$ cat src/hw/rtl/bpa_pkg.sv
// shared types, constants and helper functions of the page bitmap allocator
package bpa_pkg;

  localparam int unsigned MaxPagesDef = 65536;
  localparam int unsigned WordBits    = 32;
  localparam int unsigned PageW       = 20;
  localparam int unsigned CountW      = 17;
  localparam int unsigned GotW        = 16;
  localparam int unsigned StatusW     = 3;
  localparam int unsigned CfgIdxW     = 3;
  localparam int unsigned CfgDataW    = 20;
  localparam int unsigned NumW        = 21;

  localparam logic [PageW-1:0]  KernFirst     = PageW'(32'h0010_0000 >> 12);
  localparam logic [PageW-1:0]  KernLast      = PageW'(32'h0060_0000 >> 12);
  localparam logic [PageW-1:0]  ResvFirstRst  = '1;
  localparam logic [PageW-1:0]  ResvLastRst   = '0;
  localparam logic [CountW-1:0] PageCountRst  = CountW'(65536);

  typedef enum logic [StatusW-1:0] {
    ST_OK        = 3'd0,
    ST_RANGE     = 3'd1,
    ST_NOT_ALLOC = 3'd2,
    ST_RESERVED  = 3'd3,
    ST_NO_FREE   = 3'd4
  } status_e;

  typedef enum logic [CfgIdxW-1:0] {
    CFG_PAGE_COUNT = 3'd0,
    CFG_RESV0_FIRST = 3'd1,
    CFG_RESV0_LAST  = 3'd2,
    CFG_RESV1_FIRST = 3'd3,
    CFG_RESV1_LAST  = 3'd4,
    CFG_RESV2_FIRST = 3'd5,
    CFG_RESV2_LAST  = 3'd6
  } cfg_idx_e;

  typedef enum logic [0:0] {
    REQ_ALLOC = 1'b0,
    REQ_FREE  = 1'b1
  } req_type_e;

  typedef struct packed {
    logic             req_type;
    logic [PageW-1:0] free_page;
  } req_t;

  typedef struct packed {
    logic [GotW-1:0]    got_page;
    logic [StatusW-1:0] status;
  } rsp_t;

  typedef struct packed {
    logic clr;
    logic load;
    logic scan;
    logic free_rd;
    logic free_chk;
  } cmd_t;

  typedef struct packed {
    logic clr_last;
    logic scan_done;
    logic free_oor;
  } sts_t;

  // bits of word w whose page lies in [first, last]
  function automatic logic [WordBits-1:0] range_mask(logic [14:0] w,
                                                     logic [PageW-1:0] first,
                                                     logic [PageW-1:0] last);
    logic [14:0]         fw;
    logic [14:0]         lw;
    logic [4:0]          lo;
    logic [4:0]          hi;
    logic [WordBits-1:0] m;
    fw = first[PageW-1:5];
    lw = last[PageW-1:5];
    lo = (fw == w) ? first[4:0] : 5'd0;
    hi = (lw == w) ? last[4:0] : 5'd31;
    m  = ({WordBits{1'b1}} << lo) & ({WordBits{1'b1}} >> (5'd31 - hi));
    if (first > last || fw > w || lw < w) begin
      m = '0;
    end
    return m;
  endfunction

  function automatic logic in_range(logic [PageW-1:0] p, logic [PageW-1:0] first,
                                    logic [PageW-1:0] last);
    return (p >= first) && (p <= last);
  endfunction

endpackage

$ cat src/hw/rtl/bpa_ctrl.sv
// allocator control state machine
module bpa_ctrl (
  input  logic          clk_i,
  input  logic          rst_ni,
  input  logic          start_i,
  input  logic          req_free_i,
  input  bpa_pkg::sts_t sts_i,
  output bpa_pkg::cmd_t cmd_o,
  output logic          busy_o
);

  typedef enum logic [4:0] {
    S_CLEAR    = 5'b00001,
    S_IDLE     = 5'b00010,
    S_SCAN     = 5'b00100,
    S_FREE_RD  = 5'b01000,
    S_FREE_CHK = 5'b10000
  } state_e;

  state_e state_q, state_d;

  always_comb begin
    state_d = state_q;
    cmd_o   = '0;
    case (state_q)
      S_CLEAR: begin
        cmd_o.clr = 1'b1;
        if (sts_i.clr_last) begin
          state_d = S_IDLE;
        end
      end
      S_IDLE: begin
        if (start_i) begin
          cmd_o.load = 1'b1;
          state_d    = req_free_i ? S_FREE_RD : S_SCAN;
        end
      end
      S_SCAN: begin
        cmd_o.scan = 1'b1;
        if (sts_i.scan_done) begin
          state_d = S_IDLE;
        end
      end
      S_FREE_RD: begin
        cmd_o.free_rd = 1'b1;
        state_d       = sts_i.free_oor ? S_IDLE : S_FREE_CHK;
      end
      S_FREE_CHK: begin
        cmd_o.free_chk = 1'b1;
        state_d        = S_IDLE;
      end
      default: state_d = S_IDLE;
    endcase
  end

  always_ff @(posedge clk_i or negedge rst_ni) begin
    if (!rst_ni) begin
      state_q <= S_CLEAR;
    end else begin
      state_q <= state_d;
    end
  end

  assign busy_o = (state_q != S_IDLE);

endmodule

$ cat config.mk
export PLATFORM = sky130hd
export DESIGN_NAME = bpa_ctrl
export DESIGN_NICKNAME = d
export VERILOG_FILES = /design/src/hw/rtl/bpa_pkg.sv /design/src/hw/rtl/bpa_ctrl.sv
export SDC_FILE = /design/constraint.sdc
export NUM_CORES = 1
export LEC_CHECK = 0
export ABC_CLOCK_PERIOD_IN_PS = 2100
export BUFFER_PORTS_ARGS = -buffer_cell sky130_fd_sc_hd__buf_2
export CAP_MARGIN = 20
export CORE_AREA = 3 3 40 42
export CTS_CLUSTER_DIAMETER = 100
export CTS_CLUSTER_SIZE = 20
export DETAILED_ROUTE_END_ITERATION = 10
export DIE_AREA = 0 0 43 45
export PLACE_DENSITY = 0.51
export SLEW_MARGIN = 20
export SYNTH_ARGS = -nofsm -noshare
export SYNTH_HDL_FRONTEND = slang
export SYNTH_SLANG_ARGS = --single-unit
$ cat constraint.sdc
create_clock -name clk_i -period 2.1 [get_ports clk_i]
set_input_delay 0.42 -clock clk_i [delete_from_list [all_inputs] [get_ports clk_i]]
set_output_delay 0.42 -clock clk_i [all_outputs]
set_load 0.03 [all_outputs]
Word level (Yosys, flattened, before mapping)

Index checks and enable logic that the tools add are counted.

Output and inout bits: 6
Register bits after elaboration: 5

Muxes and demuxes: 12
Reduce and logical (&&, ||, !) cells: 1
Equality and inequality tests: 9

Operators with widths:

| kind               | number |
|---|---|
| $mux 5             | 4 |
| $pmux 5 s4         | 1 |
| $mux 1             | 6 |
| $ne 2x2->1 const B | 3 |
| $eq 5x1->1 const B | 1 |
| $eq 5x2->1 const B | 1 |
| $eq 5x3->1 const B | 1 |
| $eq 5x4->1 const B | 1 |
| $eq 5x5->1 const B | 1 |
| $ne 5x2->1 const B | 1 |
| $mux 4             | 1 |
| $reduce_and 3->1   | 1 |

Depth between registers and ports, before layout

Gate-level depths: netlist of run 1.

Word-level depth: 3
Depth in mapped cells: 3
Mapped depth without buffers: 3

Worst setup path before layout of run 1

No wires, ideal clock.

Path type: reg-to-output
From: register state_q[4]
To: output port cmd_o[4] (netlist bit)
Cell stages (with the launch flop): 3
Setup slack: 0.081 ns
Buffers on the path: 0
Data arrival time: 1.599 ns
Path through: dfrtp_1 -> or3_4 -> nor3b_1

RTL lines:

| item                   | RTL line       | source |
|---|---|---|
| from (decl)            | bpa_ctrl.sv:20 | `state_e state_q, state_d;` |
| from (signal assigned) | bpa_ctrl.sv:60 | `state_q <= state_d;` |
| to (decl)              | bpa_ctrl.sv:8  | `output bpa_pkg::cmd_t cmd_o,` |

==> impl_metrics.toml, run 1 <==
[route]
vias_per_cell = 4.44
wl_per_cell_um = 11.5
antenna_left = 0
num_vias = 244
drc_errors = 0
drt_first_pass_iters = 4
wirelength_um = 634
dr.first_iter.drc_count = 4

[logic_synthesis]
synth_seq_cells = 5
synth-warning-count = 0
avgSynthCellArea_um2 = 12.9
synth_common_cells = "dfrtp_1 (4), nor3b_1 (4)"
synth_flop_cell = "dfrtp_1"
synth_top_area_cell = "dfrtp_1"
synth_edf_count = 0
netlist_area_um2 = 298
syn_nets = 30
synth_top_area_share_pct = 33.6
synth_top_cells_by_area = "dfrtp_1 (34%), nor4b_4 (16%), nor3b_1 (10%), dfstp_2 (8.8%), or3_4 (7.6%)"
async_flop_share_pct = 100
ys_types = 13
netlist_instances = 23
synth.yosys.seq_area_share_pct = 42.4

[job]
cap_viol_max_count = 0

[power]
cellLeakagePower_nw = 0.190
p_clk_share_pct = 24.9
netSwitchingFraction_pct = 40.1
seqPwrFrac_pct = 30.6
peakVddDrop_mv = 0.409
combPwrFrac_pct = 44.5
internal_power_mw = 0.273
power_mw = 0.456
power_density_nw_per_um2 = 1100
switching_power_mw = 0.183

[critical_path]
cp_slowest_cell = "dfrtp_1"
cp-start-kind = "flip-flop"
critical_path_required_ns = 1.68
end_kind = "primary output"
path_class = "reg2out"
cp_cell_sequence = "nor4_1, and3_1, buf_2"
cpLargestDelayFamily = "simple AND/OR/NAND/NOR gates"
cp_max_fo = 5
max_stage_delay_ns = 0.42
worst-path-buf-inv = 1
r2r-end = "state_q[1]"
reg2reg_from = "state_q[3]"
r2r_cells = 3
cp.arrival_ns = 1.53
reg2reg_slack_ns = 0.66

[outcome]
status = "complete, no violations"

[sta]
period_needed_ns = 1.95
slew-limit-headroom_pct = 74.0
setup_viol = 0
max_freq_mhz = 512
worst_slew_pin_slew_ns = 0.386
rsz0062_at_grt = "no"
fin_ws_ns = 0.146
fin_skew_ns = 0.00598
hold_viol_final = 0
fin_crit_sh_pct = 93.0
final_max_slew_viol_count = 0
tns_ns = 0
hold_ws_ns = 0.330

[placement]
dp_hpwl_um = 522
post-place-cells = 50
dp_slack_ns = 0.389
gp_routability_congestion = 0.782
port_buffers = 12

[finish]
drive_gt1_share_pct = 52.5
reg_top3 = "state_q: 5 flops"
regMostFlops = "state_q"
nets = 48
instances_no_fill = 55
largest_reg_flops = 5
fill_cells = 144
num_antenna_cells = 0
layout-area-overhead-vs-synth_pct = 39.5

[global_route]
grt_pass1_vias = 277
grt_max_degree = 7
grt_use_total_pct = 8.63
antenna_found_initial = 0
grt_overflow = 0
grt_pass1_wl_um = 1170

[clock_tree]
cts_made_buffers = 3
cts.sinks = 5
path_clk_slew_ns = 0.05
clk_latency_ns = 0.25
cts_buffer_depth = 2
post_cts_buffers = 0
ctsRootBufferMaster = "clkbuf_4"
cts_tree = "yes"
h-tree-depth = 1

[worst_hold_path]
holdPathStages = 2
min_to = "state_q[0]"
hp-class = "in2reg"
hold_start = "sts_i[2]"

[floorplan]
dieHeight_um = 45
die_x_um = 43
io_pins = 13
die_area_um2 = 1940
rows = 13
core_um2 = 1280
initial_core_util_pct = 23.2
worst reg2reg max path, stage by stage (launching register included):
cell	delay, ns
dfrtp_1	0.45
or3_4	0.43
nor4b_2	0.32
o41ai_1	0.12
what timing repair did:
item / CTS / global route
resized for setup: 0 / 1
setup endpoints to repair: 0 / 1
hold buffers: 1 / 0
hold endpoints to repair: 4 / 0
routing by layer:
layer	part of all wire [%]	GRT usage (%)	vias to the layer above
met2	50	13.5	9
li1	-	-	121
met5	0	0	-
met4	1.3	3.61	0
met1	39	8.82	112
met3	9.1	6.37	2
worst max path at each step:
stage,startpoint,endpoint,cells past startpoint
after floorplan,state_q[4],cmd_o[4],2
after global placement,state_q[4],cmd_o[4],3
after detailed placement,state_q[3],cmd_o[2],3
after CTS,state_q[3],cmd_o[0],3
after global routing,state_q[3],cmd_o[2],3
final,state_q[4],cmd_o[3],3
power by group through the flow:
| stage | Sequential, mW | Clock (mW) | Combinational [mW] |
|---|---|---|---|
| after floorplan | 0.135 | 0 | 0.159 |
| after global placement | 0.140 | 0 | 0.201 |
| after detailed placement | 0.141 | 0 | 0.202 |
| after CTS | 0.139 | 0.119 | 0.204 |
| after global routing | 0.143 | 0.126 | 0.221 |
| final | 0.140 | 0.114 | 0.203 |
final cells by class:
type                    instances  area, um^2  area share (%)
well taps                      15        18.8            4.52
flip-flops and latches          5         126            30.4
inverters                       2        7.51            1.81
multi-input cells              16         164            39.5
clock buffers                   4        26.3            6.33
repair buffers                 13        72.6            17.5
placed cells by master, fill, tap and decap left out, types with 2 or more instances in the layout:
cell type / n
or3_4: 2
buf_2: 11
clkbuf_4: 3
inv_1: 2
nor3b_1: 4
dfrtp_1: 4
and2_1: 2
nor4b_4: 2
through the flow:
step,util [%],cell area (um^2)
floorplan,-,298
global placement,29.3,377
detailed placement,29.3,377
CTS,32.1,413
global route,32.3,415
finish,32.3,415
kinds of logic after synthesis:
| family | Yosys count | share of synthesized area [%] |
|---|---|---|
| flops | 5 | 42.4 |
| buf+inv | 2 | 2.52 |
| simple gates | 14 | 49.6 |
| compound gates | 2 | 5.46 |
No activity file was read; power rests on OpenSTA's default activity.
==> run 2, diff against run 1 <==
Settings changed: ABC_AREA from default to 1, CTS_CLUSTER_SIZE 20 to default, PLACE_DENSITY 0.51 to 0.54.
==> run 2 against run 1 <==
Against the previous run:
- routed wire length up 9.1%
- register-to-register slack better by 0.31 ns
- die area unchanged
- sequential share of layout area down 2.7 points
- total power up 30%
- critical path depth up 1
- critical endpoint is now cmd_o[0]
- largest cell class unchanged
==> impl_metrics.toml, run 2 <==
[outcome]
status = "complete, no violations"

[clock_tree]
clk_latency_ns = 0.24
ctsRootBufferMaster = "clkbuf_4"
cts_buffer_depth = 2
cts.sinks = 5
post_cts_buffers = 0
path_clk_slew_ns = 0.04
cts_made_buffers = 3
ctsResizeCount = 0
hold_buffers = 1
h-tree-depth = 1
cts_tree = "yes"

[finish]
fill_cells = 144
reg_top3 = "state_q: 5 flops"
layout_common_cells = "buf_2 (12), inv_1 (10), nor2_1 (5)"
drive_gt1_share_pct = 43.5
num_antenna_cells = 0
nets = 70
layout-area-overhead-vs-synth_pct = 33.8
largest_reg_flops = 5
final_common_cell = "buf_2"
multi_input_area_um2 = 161
instances_no_fill = 77
seq_area_um2 = 126
regMostFlops = "state_q"

[logic_synthesis]
synth_top_cells_by_area = "dfrtp_1 (29%), inv_1 (11%), dfstp_2 (7.7%), nand4_1 (7.4%), nand4_2 (7.4%)"
synthXorXnorAreaFrac_pct = 0
async_flop_share_pct = 100
syn_nets = 52
netlist_area_um2 = 340
synth_edf_count = 0
synth.yosys.seq_area_share_pct = 37.1
synth_common_cells = "inv_1 (10), nor2_1 (5)"
synth-warning-count = 0
synthMuxAreaShare_pct = 0
synth_seq_cells = 5
yosys.area_share.simple_pct = 44.5
synth_top_area_share_pct = 29.4
synth-compound-area-share_pct = 2.94
synth_top_area_cell = "dfrtp_1"
avgSynthCellArea_um2 = 7.56
yosys.area_share.adder_pct = 0
synth_flop_cell = "dfrtp_1"
yosysMostFrequentCell = "inv_1"
netlist_instances = 45
synth_top_family_by_area = "simple AND/OR/NAND/NOR gates"
ys_types = 14

[placement]
post-place-cells = 72
port_buffers = 12
dp_hpwl_um = 561
gp_routability_congestion = 0.794

[floorplan]
die_x_um = 43
core_um2 = 1280
dieHeight_um = 45
rows = 13
die_area_um2 = 1940
io_pins = 13
initial_core_util_pct = 26.5

[worst_hold_path]
hp-class = "in2reg"

[sta]
tns_ns = 0
max_freq_mhz = 584
period_needed_ns = 1.71
rsz0062_at_grt = "no"
fin_skew_ns = 0.00190
setup_viol = 0
fin_crit_sh_pct = 81.5
slew-limit-headroom_pct = 85.9
hold_viol_final = 0
final_max_slew_viol_count = 0
worst_slew_pin_slew_ns = 0.210

[global_route]
antenna_found_initial = 0
grt_pass1_vias = 296
grt_max_degree = 10
grt_use_total_pct = 8.71
grt_overflow = 0
grt_pass1_wl_um = 1180

[power]
cellLeakagePower_nw = 0.275
peakVddDrop_mv = 0.322
power_density_nw_per_um2 = 1300

[route]
wl_per_cell_um = 8.99
wirelength_um = 692
dr.first_iter.drc_count = 12
antenna_left = 0
num_vias = 337
vias_per_cell = 4.38
drc_errors = 0
drt_first_pass_iters = 4

[critical_path]
startpoint = "state_q[1]"
reg2reg_slack_ns = 0.97
reg2reg_from = "state_q[0]"
r2r_cells = 5
crit_end = "cmd_o[0]"
critical_path_required_ns = 1.68
r2r-end = "state_q[2]"
cp-start-kind = "flip-flop"
path_class = "reg2out"
cp_max_fo = 4
cp.arrival_ns = 1.29
end_kind = "primary output"

[job]
cap_viol_max_count = 0
run 2: power breakdown:
part	internal (mW)	total, mW	switching, mW
combinational	0.101	0.315	0.214
clock	0.0717	0.109	0.0374
sequential	0.126	0.168	0.0423
run 2: how the worst min path moves through the flow:
stage	from	end	slack, ns	cells after the start
floorplan	rst_ni	state_q[1]	0.12	0
global placement	rst_ni	state_q[1]	0.24	1
detailed placement	rst_ni	state_q[1]	0.23	1
CTS	req_free_i	state_q[3]	0.45	3
global route	req_free_i	state_q[3]	0.46	3
finish	req_free_i	state_q[3]	0.45	3
run 2: cell type report:
cell class / count / share of cell area (%)
clock buffer: 4 / 5.77
inverter: 14 / 11.5
multi-input combinational: 26 / 35.4
sequential: 5 / 27.7
tap: 15 / 4.12
timing repair buffer: 13 / 15.4
run 2: cells by family after synthesis:
| kind of cell | count (synthesis) |
|---|---|
| AO/OA/AOI/OAI | 2 |
| flip-flops | 5 |
| AND/OR/NAND/NOR | 24 |
| buffers and inverters | 14 |
run 2: per-stage QoR:
step | setup WS, ns | cell area [um^2] | hold WS, ns | util, % | power, mW
4_1_cts | 0.366 | 455 | 0.446 | 35.4 | 0.599
3_5_place_dp | 0.629 | 419 | 0.235 | 32.6 | 0.484
2_1_floorplan | 0.182 | 340 | 0.124 | - | 0.409
6_report | 0.389 | 455 | 0.452 | 35.4 | 0.592
5_1_grt | 0.273 | 455 | 0.464 | 35.4 | 0.644
3_3_place_gp | 0.642 | 419 | 0.235 | 32.6 | 0.485
run 2: critical path: stages, from the launching register on:
cell and delay (ns):
dfrtp_1 0.40, nor2_2 0.17, inv_1 0.08, nor4_1 0.16, buf_2 0.24
run 2: per-layer routing:
metal	wire length, um	GRT usage, %
met1	300	9.31
met2	350	12.6
met3	41	3.59
met4	0	9.04
met5	0	0
==> run 3, diff against run 2 <==
Settings changed: ABC_CLOCK_PERIOD_IN_PS 2100 to 1450, PLACE_DENSITY 0.54 to 0.56.
Clock period 2.1 ns to 1.45 ns, I/O delays scaled along.
==> run 3 against run 2 <==
Against the previous run:
- the flow now finishes with violations (negative setup slack)
- sequential share of layout area down 4.1 points
- critical path type unchanged
- via count up 9.2%
- design area up 20%
- routed wire length up 12%
- non-clock buffer count up 6
- global-route usage up 2.2 points
- clock skew down 0.00073 ns
- utilization up 6.9 points
- die area unchanged
==> impl_metrics.toml, run 3 (synthesis results as in run 2) <==
[outcome]
status = "finished, violations left"
violations = "negative setup slack"

[sta]
setup_viol = 5
fin_crit_sh_pct = 106
worst_slew_pin_slew_ns = 0.224
slew-limit-headroom_pct = 85.0
final_max_slew_viol_count = 0
period_needed_ns = 1.53
fin_skew_ns = 0.00117
rsz0062_at_grt = "yes"
max_freq_mhz = 653
hold_viol_final = 0
hold_ws_ns = 0.310
fin_ws_ns = -0.0808

[critical_path]
path_class = "reg2out"
cp-start-kind = "flip-flop"
reg2reg_slack_ns = 0.22
reg2reg_from = "state_q[3]"
end_kind = "primary output"
cp_max_fo = 4
critical_path_required_ns = 1.16
cp.arrival_ns = 1.24
r2r-end = "state_q[3]"
r2r_cells = 6

[power]
cellLeakagePower_nw = 0.306
internal_power_mw = 0.582
seqPwrFrac_pct = 24.7
netSwitchingFraction_pct = 45.2
combPwrFrac_pct = 60.3
switching_power_mw = 0.481
peakVddDrop_mv = 0.610
power_density_nw_per_um2 = 1950
p_clk_share_pct = 15.0
power_mw = 1.06

[job]
cap_viol_max_count = 0

[global_route]
antenna_found_initial = 0
grt_max_degree = 10
grt_use_total_pct = 10.9
grt_overflow = 0
grt_pass1_wl_um = 1500
grt_pass1_vias = 371

[clock_tree]
cts_buffer_depth = 2
cts_made_buffers = 3
cts_tree = "yes"
clk_latency_ns = 0.24
h-tree-depth = 1
ctsRootBufferMaster = "clkbuf_4"
cts.sinks = 5
path_clk_slew_ns = 0.04

[route]
vias_per_cell = 4.43
wirelength_um = 777
dr.first_iter.drc_count = 5
drc_errors = 0
wl_per_cell_um = 9.36
antenna_left = 0
num_vias = 368
drt_first_pass_iters = 4

[placement]
dp_slack_ns = 0.118
dp_hpwl_um = 591
gp_routability_congestion = 0.746
port_buffers = 12

[floorplan]
rows = 13
io_pins = 13
core_um2 = 1280
die_area_um2 = 1940
dieHeight_um = 45
initial_core_util_pct = 26.5
die_x_um = 43

[finish]
largest_reg_flops = 5
fin_util_pct = 42.4
nets = 76
layout_common_cells = "inv_1 (9), buf_4 (9), buf_2 (7)"
drive_gt1_share_pct = 57.4
layout-area-overhead-vs-synth_pct = 59.9
reg_top3 = "state_q: 5 flops"
regMostFlops = "state_q"
num_antenna_cells = 0

[worst_hold_path]
holdPathStages = 3
hp-class = "in2reg"
hold_start = "req_free_i"
min_to = "state_q[3]"
run 3: layout make-up:
cell class	instances	area, um^2
Fill cell	136	741
Clock buffer	4	26.3
Inverter	14	52.6
Multi-Input combinational cell	26	183
Timing Repair Buffer	19	135
Sequential cell	5	129
Tap cell	15	18.8
run 3: timing repair:
item / CTS / global route
hold endpoints to repair: 4 / 0
pin swaps: 3 / 4
hold buffers: 1 / 0
gates resized for setup: 12 / 2
setup endpoints to repair: 6 / 6
buffers inserted: 4 / 1
run 3: critical path, stage by stage (launching register included):
cell and delay [ns]:
dfrtp_2 0.44, nor2_4 0.13, inv_2 0.05, nor4_1 0.17, buf_4 0.21
run 3: worst max-delay path by stage:
stage / from / end / slack [ns] / depth (start not counted)
2_1_floorplan: state_q[1] / cmd_o[0] / -0.34 / 3
3_3_place_gp: state_q[0] / cmd_o[4] / 0.14 / 5
3_5_place_dp: state_q[0] / cmd_o[4] / 0.12 / 5
4_1_cts: state_q[0] / cmd_o[4] / -0.12 / 5
5_1_grt: state_q[0] / cmd_o[4] / -0.16 / 5
6_report: state_q[1] / cmd_o[2] / -0.08 / 4
run 3: power groups by stage:
| stage | logic [mW] | registers (mW) | clock network [mW] |
|---|---|---|---|
| after floorplan | 0.362 | 0.236 | 0 |
| after global placement | 0.492 | 0.245 | 0 |
| after detailed placement | 0.491 | 0.245 | 0 |
| after CTS | 0.613 | 0.258 | 0.168 |
| after global routing | 0.702 | 0.270 | 0.187 |
| final | 0.641 | 0.262 | 0.159 |
run 3: layer usage:
metal	GRT usage, %	part of all wire, %
met2	17.1	49
met5	0	0
met1	11.7	43
met3	5.18	6.4
met4	7.23	1.4
run 3: per-stage QoR:
stage                     cell area, um^2  setup TNS [ns]  cells
final                                 544          -0.306     83
after global routing                  544          -0.762     83
after CTS                             528          -0.399     82
after detailed placement              429               0     73
after global placement                429               0     73
after floorplan                       343          -0.676     45
